==> src/design/wsmm_pkg.sv <==
`default_nettype none

package wsmm_pkg;

    localparam int SAMPLE_W    = 16;
    localparam int SUM_W       = 22;
    localparam int POS_W       = 16;
    localparam int CFG_W       = 7;
    localparam int LEN_MIN     = 2;
    localparam int CFG_RESET   = 2;
    localparam int OUT_FIELD_W = 2 * SUM_W + 2 * POS_W;
    localparam int OUT_TDATA_W = ((OUT_FIELD_W + 7) / 8) * 8;

    // one accepted word after the running sum update
    typedef struct packed {
        logic                    valid;
        logic                    last;
        logic                    err;
        logic                    win;
        logic [POS_W-1:0]        start;
        logic signed [SUM_W-1:0] sum;
    } t_win_item;

    typedef struct packed {
        logic signed [SUM_W-1:0] max_sum;
        logic [POS_W-1:0]        max_start;
        logic signed [SUM_W-1:0] min_sum;
        logic [POS_W-1:0]        min_start;
        logic                    seq_error;
    } t_result;

endpackage

`default_nettype wire

==> src/design/wsmm_cell.sv <==
`default_nettype none

module wsmm_cell
    import wsmm_pkg::*;
(
    input  wire                 i_clk,
    input  wire                 i_rst_n,
    input  wire                 i_shift,
    input  wire                 i_clear,
    input  wire                 i_sel,
    input  wire  [SAMPLE_W-1:0] i_din,
    output logic [SAMPLE_W-1:0] o_dout,
    output logic [SAMPLE_W-1:0] o_tap
);

    logic [SAMPLE_W-1:0] r_data;

    always_ff @(posedge i_clk) begin
        if (!i_rst_n) begin
            r_data <= '0;
        end else if (i_clear) begin
            r_data <= '0;
        end else if (i_shift) begin
            r_data <= i_din;
        end
    end

    assign o_dout = r_data;
    assign o_tap  = i_sel ? r_data : '0;

endmodule

`default_nettype wire

==> src/design/wsmm_chain.sv <==
`default_nettype none

module wsmm_chain
    import wsmm_pkg::*;
#(
    parameter int DEPTH = 64,
    parameter int LW    = 7
) (
    input  wire                 i_clk,
    input  wire                 i_rst_n,
    input  wire                 i_shift,
    input  wire                 i_clear,
    input  wire  [LW-1:0]       i_len,
    input  wire  [SAMPLE_W-1:0] i_sample,
    output logic [SAMPLE_W-1:0] o_tap
);

    logic [SAMPLE_W-1:0] cell_in  [DEPTH];
    logic [SAMPLE_W-1:0] cell_out [DEPTH];
    logic [SAMPLE_W-1:0] cell_tap [DEPTH];
    logic [DEPTH-1:0]    sel;

    for (genvar g = 0; g < DEPTH; g++) begin : g_cell
        // the sample leaving the window sits in cell len-1
        assign sel[g] = (i_len == LW'(g + 1));

        if (g == 0) begin : g_head
            assign cell_in[g] = i_sample;
        end else begin : g_body
            assign cell_in[g] = cell_out[g-1];
        end

        wsmm_cell u_cell (
            .i_clk   (i_clk),
            .i_rst_n (i_rst_n),
            .i_shift (i_shift),
            .i_clear (i_clear),
            .i_sel   (sel[g]),
            .i_din   (cell_in[g]),
            .o_dout  (cell_out[g]),
            .o_tap   (cell_tap[g])
        );
    end

    always_comb begin
        o_tap = '0;
        for (int k = 0; k < DEPTH; k++) begin
            o_tap = o_tap | cell_tap[k];
        end
    end

endmodule

`default_nettype wire

==> src/design/wsmm_extrema.sv <==
`default_nettype none

module wsmm_extrema
    import wsmm_pkg::*;
(
    input  wire        i_clk,
    input  wire        i_rst_n,
    input  wire        i_go,
    input  wire t_win_item i_item,
    output logic       o_load,
    output t_result    o_res
);

    logic                    r_have;
    logic signed [SUM_W-1:0] r_high;
    logic [POS_W-1:0]        r_high_pos;
    logic signed [SUM_W-1:0] r_low;
    logic [POS_W-1:0]        r_low_pos;

    logic                    n_have;
    logic signed [SUM_W-1:0] n_high;
    logic [POS_W-1:0]        n_high_pos;
    logic signed [SUM_W-1:0] n_low;
    logic [POS_W-1:0]        n_low_pos;
    logic                    upd_high;
    logic                    upd_low;

    // earliest window keeps the maximum, latest window takes the minimum
    assign upd_high = i_item.win && (!r_have || ($signed(i_item.sum) > $signed(r_high)));
    assign upd_low  = i_item.win && (!r_have || ($signed(i_item.sum) <= $signed(r_low)));

    always_comb begin
        n_have     = r_have | i_item.win;
        n_high     = upd_high ? i_item.sum   : r_high;
        n_high_pos = upd_high ? i_item.start : r_high_pos;
        n_low      = upd_low  ? i_item.sum   : r_low;
        n_low_pos  = upd_low  ? i_item.start : r_low_pos;
    end

    assign o_load = i_go && i_item.last;

    always_comb begin
        o_res.max_sum   = n_have ? n_high     : '0;
        o_res.max_start = n_have ? n_high_pos : '0;
        o_res.min_sum   = n_have ? n_low      : '0;
        o_res.min_start = n_have ? n_low_pos  : '0;
        o_res.seq_error = i_item.err;
    end

    always_ff @(posedge i_clk) begin
        if (!i_rst_n) begin
            r_have     <= 1'b0;
            r_high     <= '0;
            r_high_pos <= '0;
            r_low      <= '0;
            r_low_pos  <= '0;
        end else if (i_go) begin
            if (i_item.last) begin
                r_have     <= 1'b0;
                r_high     <= '0;
                r_high_pos <= '0;
                r_low      <= '0;
                r_low_pos  <= '0;
            end else begin
                r_have     <= n_have;
                r_high     <= n_high;
                r_high_pos <= n_high_pos;
                r_low      <= n_low;
                r_low_pos  <= n_low_pos;
            end
        end
    end

endmodule

`default_nettype wire

==> src/design/window_sum_max_min.sv <==
// sliding window sum extremes over one sequence of signed samples
//
// s_axis carries one sample a word, tlast marks the final sample of a sequence.
// m_axis gives one word per sequence, after the word marked last: the largest
// window sum with the start of the first window reaching it, the smallest sum
// with the start of the last window reaching it, and an error flag in tuser.
// i_cfg_wen/i_cfg_wdata write the window length; the user must write it
// only while the block is idle, which the block itself does not enforce.
// one sample is taken every cycle while s_axis_tready is high. the
// running sum is updated on the accepting edge from the sample leaving a
// row of shift cells and registered with the window flags; the extremes
// are compared from that register and the result is registered for m_axis.
// when the receiver stalls, the result waits in the output register and
// input keeps flowing until a second last-marked sample needs that register.
//
// reset (synchronous, active low) sets the window length to two, clears the
// shift cells, running sum, sample count and extremes, and empties the output.
`default_nettype none

module window_sum_max_min
    import wsmm_pkg::*;
#(
    parameter int MAX_WINDOW = 64,
    parameter int MAX_LENGTH = 65536
) (
    input  wire                    i_clk,
    input  wire                    i_rst_n,
    input  wire                    i_cfg_wen,
    input  wire  [CFG_W-1:0]       i_cfg_wdata,
    input  wire                    s_axis_tvalid,
    output logic                   s_axis_tready,
    input  wire  [SAMPLE_W-1:0]    s_axis_tdata,   // [15:0] sample
    input  wire                    s_axis_tlast,   // is_last
    output logic                   m_axis_tvalid,
    input  wire                    m_axis_tready,
    // [21:0] max_sum, [37:22] max_start, [59:38] min_sum, [75:60] min_start
    output logic [OUT_TDATA_W-1:0] m_axis_tdata,
    output logic                   m_axis_tuser    // seq_error
);

    localparam int LW_RAW = $clog2(MAX_WINDOW + 1);
    localparam int LW     = (LW_RAW > CFG_W) ? LW_RAW : CFG_W;
    localparam int CW     = $clog2(MAX_LENGTH + 2);
    localparam int XW0    = (LW > CW) ? LW : CW;
    localparam int XW     = ((XW0 > POS_W) ? XW0 : POS_W) + 1;

    logic [CFG_W-1:0]        r_window_len;
    logic signed [SUM_W-1:0] r_sum;
    logic [CW-1:0]           r_count;
    t_win_item               r_b;
    logic                    r_out_valid;
    t_result                 r_out;

    logic [LW-1:0]           len_cfg;
    logic [LW-1:0]           len;
    logic [CW-1:0]           n_count;
    logic                    tracked;
    logic [XW-1:0]           cnt_x;
    logic [XW-1:0]           len_x;
    logic [SAMPLE_W-1:0]     tap;
    logic signed [SUM_W-1:0] n_sum;
    logic                    acc;
    logic                    b_go;
    logic                    res_load;
    t_result                 res;

    // window length clamped into the range the cells support
    assign len_cfg = LW'(r_window_len);

    always_comb begin
        priority if (len_cfg < LW'(LEN_MIN)) begin
            len = LW'(LEN_MIN);
        end else if (len_cfg > LW'(MAX_WINDOW)) begin
            len = LW'(MAX_WINDOW);
        end else begin
            len = len_cfg;
        end
    end

    // count saturates one above the longest tracked sequence
    assign n_count = (r_count <= CW'(MAX_LENGTH)) ? r_count + CW'(1) : r_count;
    assign tracked = (n_count <= CW'(MAX_LENGTH));
    assign cnt_x   = XW'(n_count);
    assign len_x   = XW'(len);

    assign n_sum = r_sum
                 + {{(SUM_W - SAMPLE_W){s_axis_tdata[SAMPLE_W-1]}}, s_axis_tdata}
                 - {{(SUM_W - SAMPLE_W){tap[SAMPLE_W-1]}}, tap};

    assign b_go          = !r_b.valid || !r_b.last || !r_out_valid || m_axis_tready;
    assign s_axis_tready = b_go;
    assign acc           = s_axis_tvalid && s_axis_tready;

    wsmm_chain #(
        .DEPTH (MAX_WINDOW),
        .LW    (LW)
    ) u_chain (
        .i_clk    (i_clk),
        .i_rst_n  (i_rst_n),
        .i_shift  (acc && tracked),
        .i_clear  (acc && s_axis_tlast),
        .i_len    (len),
        .i_sample (s_axis_tdata),
        .o_tap    (tap)
    );

    always_ff @(posedge i_clk) begin
        if (!i_rst_n) begin
            r_window_len <= CFG_W'(CFG_RESET);
        end else if (i_cfg_wen) begin
            r_window_len <= i_cfg_wdata;
        end
    end

    always_ff @(posedge i_clk) begin
        if (!i_rst_n) begin
            r_sum   <= '0;
            r_count <= '0;
        end else if (acc) begin
            if (s_axis_tlast) begin
                r_sum   <= '0;
                r_count <= '0;
            end else begin
                r_count <= n_count;
                if (tracked) begin
                    r_sum <= n_sum;
                end
            end
        end
    end

    always_ff @(posedge i_clk) begin
        if (!i_rst_n) begin
            r_b.valid <= 1'b0;
        end else if (acc) begin
            r_b.valid <= 1'b1;
        end else if (b_go) begin
            r_b.valid <= 1'b0;
        end
        if (acc) begin
            r_b.last  <= s_axis_tlast;
            r_b.err   <= (cnt_x < len_x + XW'(1)) || !tracked;
            r_b.win   <= tracked && (cnt_x >= len_x);
            r_b.start <= POS_W'(cnt_x - len_x);
            r_b.sum   <= n_sum;
        end
    end

    wsmm_extrema u_extrema (
        .i_clk   (i_clk),
        .i_rst_n (i_rst_n),
        .i_go    (r_b.valid && b_go),
        .i_item  (r_b),
        .o_load  (res_load),
        .o_res   (res)
    );

    always_ff @(posedge i_clk) begin
        if (!i_rst_n) begin
            r_out_valid <= 1'b0;
        end else if (res_load) begin
            r_out_valid <= 1'b1;
        end else if (m_axis_tready) begin
            r_out_valid <= 1'b0;
        end
    end

    always_ff @(posedge i_clk) begin
        if (res_load) begin
            r_out <= res;
        end
    end

    assign m_axis_tvalid = r_out_valid;
    assign m_axis_tdata  = {{(OUT_TDATA_W - OUT_FIELD_W){1'b0}},
                            r_out.min_start, r_out.min_sum,
                            r_out.max_start, r_out.max_sum};
    assign m_axis_tuser  = r_out.seq_error;

endmodule

`default_nettype wire
==> config.mk <==
export PLATFORM = sky130hd
export DESIGN_NAME = window_sum_max_min
export DESIGN_NICKNAME = d
export VERILOG_FILES = /design/src/design/wsmm_pkg.sv /design/src/design/wsmm_cell.sv /design/src/design/wsmm_chain.sv /design/src/design/wsmm_extrema.sv /design/src/design/window_sum_max_min.sv
export SDC_FILE = /design/constraint.sdc
export NUM_CORES = 2
export LEC_CHECK = 0
export BUFFER_PORTS_ARGS = -buffer_cell sky130_fd_sc_hd__buf_2
export CORE_MARGIN = 2
export CORE_UTILIZATION = 55
export CTS_CLUSTER_SIZE = 25
export DETAILED_ROUTE_END_ITERATION = 7
export PLACE_DENSITY = 0.71
export SETUP_SLACK_MARGIN = 0.2
export SYNTH_ARGS = -nofsm -noshare
export SYNTH_HDL_FRONTEND = slang
export SYNTH_SLANG_ARGS = --single-unit
==> constraint.sdc <==
create_clock -name i_clk -period 8.05 [get_ports i_clk]
set_input_delay 1.2075 -clock i_clk [delete_from_list [all_inputs] [get_ports i_clk]]
set_output_delay 1.2075 -clock i_clk [all_outputs]
set_load 0.05 [all_outputs]
==> flow_summary_export.csv <==
group,metric,value,unit
critical_path,timing.rr.start,"len_cfg[6]$_SDFFE_PN0P_",
worst_hold_path,whs_endpoint,"m_axis_tuser$_DFFE_PP_",
clock_tree,cts_setup_buffers,0,
grt,antenna_found_initial,5,
synthesis,synth_edf_count,118,
critical_path,critPathMaxFanout,8,
critical_path,cp-end-kind,"register",
synthesis,syn_area,53600,um2
grt,gr-total-overflow,0,
synthesis,async_flop_share,0,
critical_path,cp.arrival,8.29,ns
floorplanning,die_w,316,um
sta,worst_pin_slew,1.42,ns
synthesis,ys_warn_count,0,
worst_hold_path,hold_path.startpoint,"r_b[39]$_DFFE_PP_",
critical_path,required,8.68,ns
worst_hold_path,holdPathStages,0,
place,hpwl,133000,um
grt,grt_max_degree,189,
clock_tree,clockRootBuffer,"clkbuf_16",
sta,rsz0062_at_grt,"true",
clock_tree,htreeDepth,4,
floorplanning,io-pin-count,112,
sta,fmax,131,MHz
finish,final_common_cell,"nand2_1",
clock_tree,cts_sinks,1267,
pwr,power_density,244,nW/um2
finish,final_cell_mix,"nand2_1, dfxtp_1, a21oi_1, a22oi_1, a22o_1",
synthesis,synth_flop_cell,"dfxtp_1",
floorplanning,start_util,0.554,
pwr,power,14.6,mW
drt,drt-initial-drc-count,8053,
sta,setup_viol,0,
finish,register_area,26500,um2
pwr,p_leak,19.6,nW
clock_tree,clock_latency,0.77,ns
finish,drive_gt1_frac,0.0880,
worst_hold_path,worstHoldPathType,"reg -> reg",
synthesis,synthCells,6420,
sta,hold_viol,0,
sta,maxSlewViolCount,0,
sta,period_share,0.952,
synthesis,synth.distinct_cells,72,
grt,grt_pass1_vias,44338,
clock_tree,cts_buffers,134,
floorplanning,rows,114,
finish,multi_input_area,24600,um2
drt,drt-pass1-iter-count,8,
synthesis,ys_ff_latch,1267,
status,status,"finished with violations",
clock_tree,cts_tree,"built",
floorplanning,coreArea,96700,um2
status,failed_checks,"DRC",
drt,drt-wirelength-per-cell,25.8,um
floorplanning,die_area,100000,um2
clock_tree,cts_max_path_buffers,3,
finish,nNetsFinal,6484,
floorplanning,die_y,316,um
sta,fin_tns_setup,0,ns
finish,post-route-util,0.617,
synthesis,avgSynthCellArea,8.35,um2
critical_path,r2r_end,"r_sum[21]$_SDFFE_PN0P_",
drt,ant_nets,0,
drt,viasPerCell,6.42,
run,cap_violations,0,
finish,area_growth,11.3,%
finish,fill_cells,8437,
drt,vias,49669,
sta,skew,0.0314,ns
place,port_buffers,107,
pwr,max-vdd-ir-drop,0.185,mV
drt,drt-total-wl,199000,um
place,place.gp.congestion,1.06,
grt,gr-usage-all-layers,0.386,
critical_path,r2r_cells,23,
critical_path,rrSetupSlack,0.39,ns
grt,grt_pass1_wl,289000,um
synthesis,yosysSeqAreaShare,0.495,
sta,min_period,7.66,ns
sta,maxSlewHeadroom,0.0529,
critical_path,crit_type,"reg -> reg",
critical_path,start_kind,"register",
drt,drc,111,
clock_tree,clk_pin_slew,0.06,ns
==> critical path, stage by stage (launching register included) <==
cell       delay, ns
dfxtp_1         0.31
or3_1           0.41
or4_1           0.44
o21ai_0         0.23
inv_1           0.21
ha_1            0.40
nand2_1         0.31
nor2_2          0.10
buf_4           0.24
a22oi_1         0.20
nand4_1         0.11
or4_1           0.55
nor4_2          1.14
fa_1            0.58
ha_1            0.35
a21oi_1         0.14
o21ai_0         0.12
a22oi_1         0.16
o41ai_1         0.13
o41a_1          0.37
and4_1          0.22
a2111oi_1       0.43
xnor2_1         0.14
a31o_2          0.24
==> synth_stat cells (40+ instances only) <==
cell / n / share of area
inv_1: 92 / 0.0064
edfxtp_1: 118 / 0.066
clkbuf_1: 231 / 0.016
nor2_1: 151 / 0.011
mux2i_1: 45 / 0.0084
a22o_1: 242 / 0.040
a21oi_1: 1054 / 0.098
dfxtp_1: 1149 / 0.43
nor2b_1: 54 / 0.0063
a221oi_1: 139 / 0.023
a22oi_1: 244 / 0.034
buf_6: 42 / 0.0088
ha_1: 88 / 0.021
nand4_1: 90 / 0.011
nand3_1: 40 / 0.0037
nand2_1: 2113 / 0.15
buf_2: 186 / 0.017
==> flip-flops by register name, indices dropped and copies added, names as in the netlist, 7 cells and up <==
| name | flops |
|---|---|
| len_cfg | 7 |
| m_axis_tdata | 76 |
| r_b | 42 |
| r_count | 17 |
| r_sum | 22 |
| u_chain.g_cell.u_cell.o_dout | 1024 |
| u_extrema.r_high | 22 |
| u_extrema.r_high_pos | 16 |
| u_extrema.r_low | 22 |
| u_extrema.r_low_pos | 16 |
==> layer usage <==
| layer | share of wire | GRT usage | vias to the layer above |
|---|---|---|---|
| met2 | 0.42 | 0.565 | 3294 |
| met3 | 0.13 | 0.122 | 899 |
| met5 | 0.00014 | 0.000473 | - |
| met1 | 0.38 | 0.501 | 23304 |
| li1 | - | - | 22168 |
| met4 | 0.071 | 0.229 | 4 |
==> per-stage QoR <==
step / instance area, um2 / cells / hold WS (ns) / setup WS, ns
floorplan: 53600 / 6423 / 0.400 / 1.40
global placement: 55000 / 7485 / 0.426 / 0.542
detailed placement: 55000 / 7485 / 0.430 / 0.359
CTS: 59600 / 7729 / 0.444 / 0.318
global route: 59600 / 7729 / 0.467 / 0.148
finish: 59700 / 7734 / 0.440 / 0.389
==> worst max-delay path by stage <==
| stage | startpoint | end | slack [ns] | cells past startpoint |
|---|---|---|---|---|
| 5_1_grt | len_cfg[6]$_SDFFE_PN0P_ | r_sum[21]$_SDFFE_PN0P_ | 0.15 | 25 |
| 3_3_place_gp | len_cfg[6]$_SDFFE_PN0P_ | r_sum[21]$_SDFFE_PN0P_ | 0.54 | 25 |
| 3_5_place_dp | len_cfg[6]$_SDFFE_PN0P_ | r_sum[21]$_SDFFE_PN0P_ | 0.36 | 25 |
| 4_1_cts | len_cfg[6]$_SDFFE_PN0P_ | r_sum[21]$_SDFFE_PN0P_ | 0.32 | 25 |
| 2_1_floorplan | len_cfg[6]$_SDFFE_PN0P_ | r_sum[21]$_SDFFE_PN0P_ | 1.40 | 26 |
| 6_report | len_cfg[6]$_SDFFE_PN0P_ | r_sum[21]$_SDFFE_PN0P_ | 0.39 | 23 |
==> kinds of logic (layout without fill, tap and decap cells) <==
logic type	after synthesis	count (layout)	share of synthesized area
AO/OA/AOI/OAI	1835	1835	0.217
XOR/XNOR	47	47	0.00782
adder cells (fa/ha/maj)	110	110	0.0288
buffers and inverters	571	601	0.0515
flip-flops	1267	1267	0.495
multiplexers	46	46	0.00861
other	2	10	0.000140
AND/OR/NAND/NOR	2542	2542	0.191
==> report_power, final <==
part	switching (mW)	leakage [nW]	internal, mW	total [mW]
sequential	0.125	10.4	6.52	6.65
clock	2.63	2.26	3.85	6.48
combinational	1.00	7.01	0.448	1.45
==> final cells by class <==
type,instances,share of cell area
sequential,1267,0.445
timing repair buffer,264,0.0325
tap,1276,0.0268
multi-input combinational,4585,0.412
inverter,93,0.00585
clock buffer,195,0.0666
clock inverter,49,0.0108
antenna,5,0.000210
==> repair_timing <==
action	in CTS	in global routing
hold buffers	0	0
endpoints found under the setup margin	0	5
gates resized for setup	0	6
Note: power is estimated with default switching activity, not from simulation.
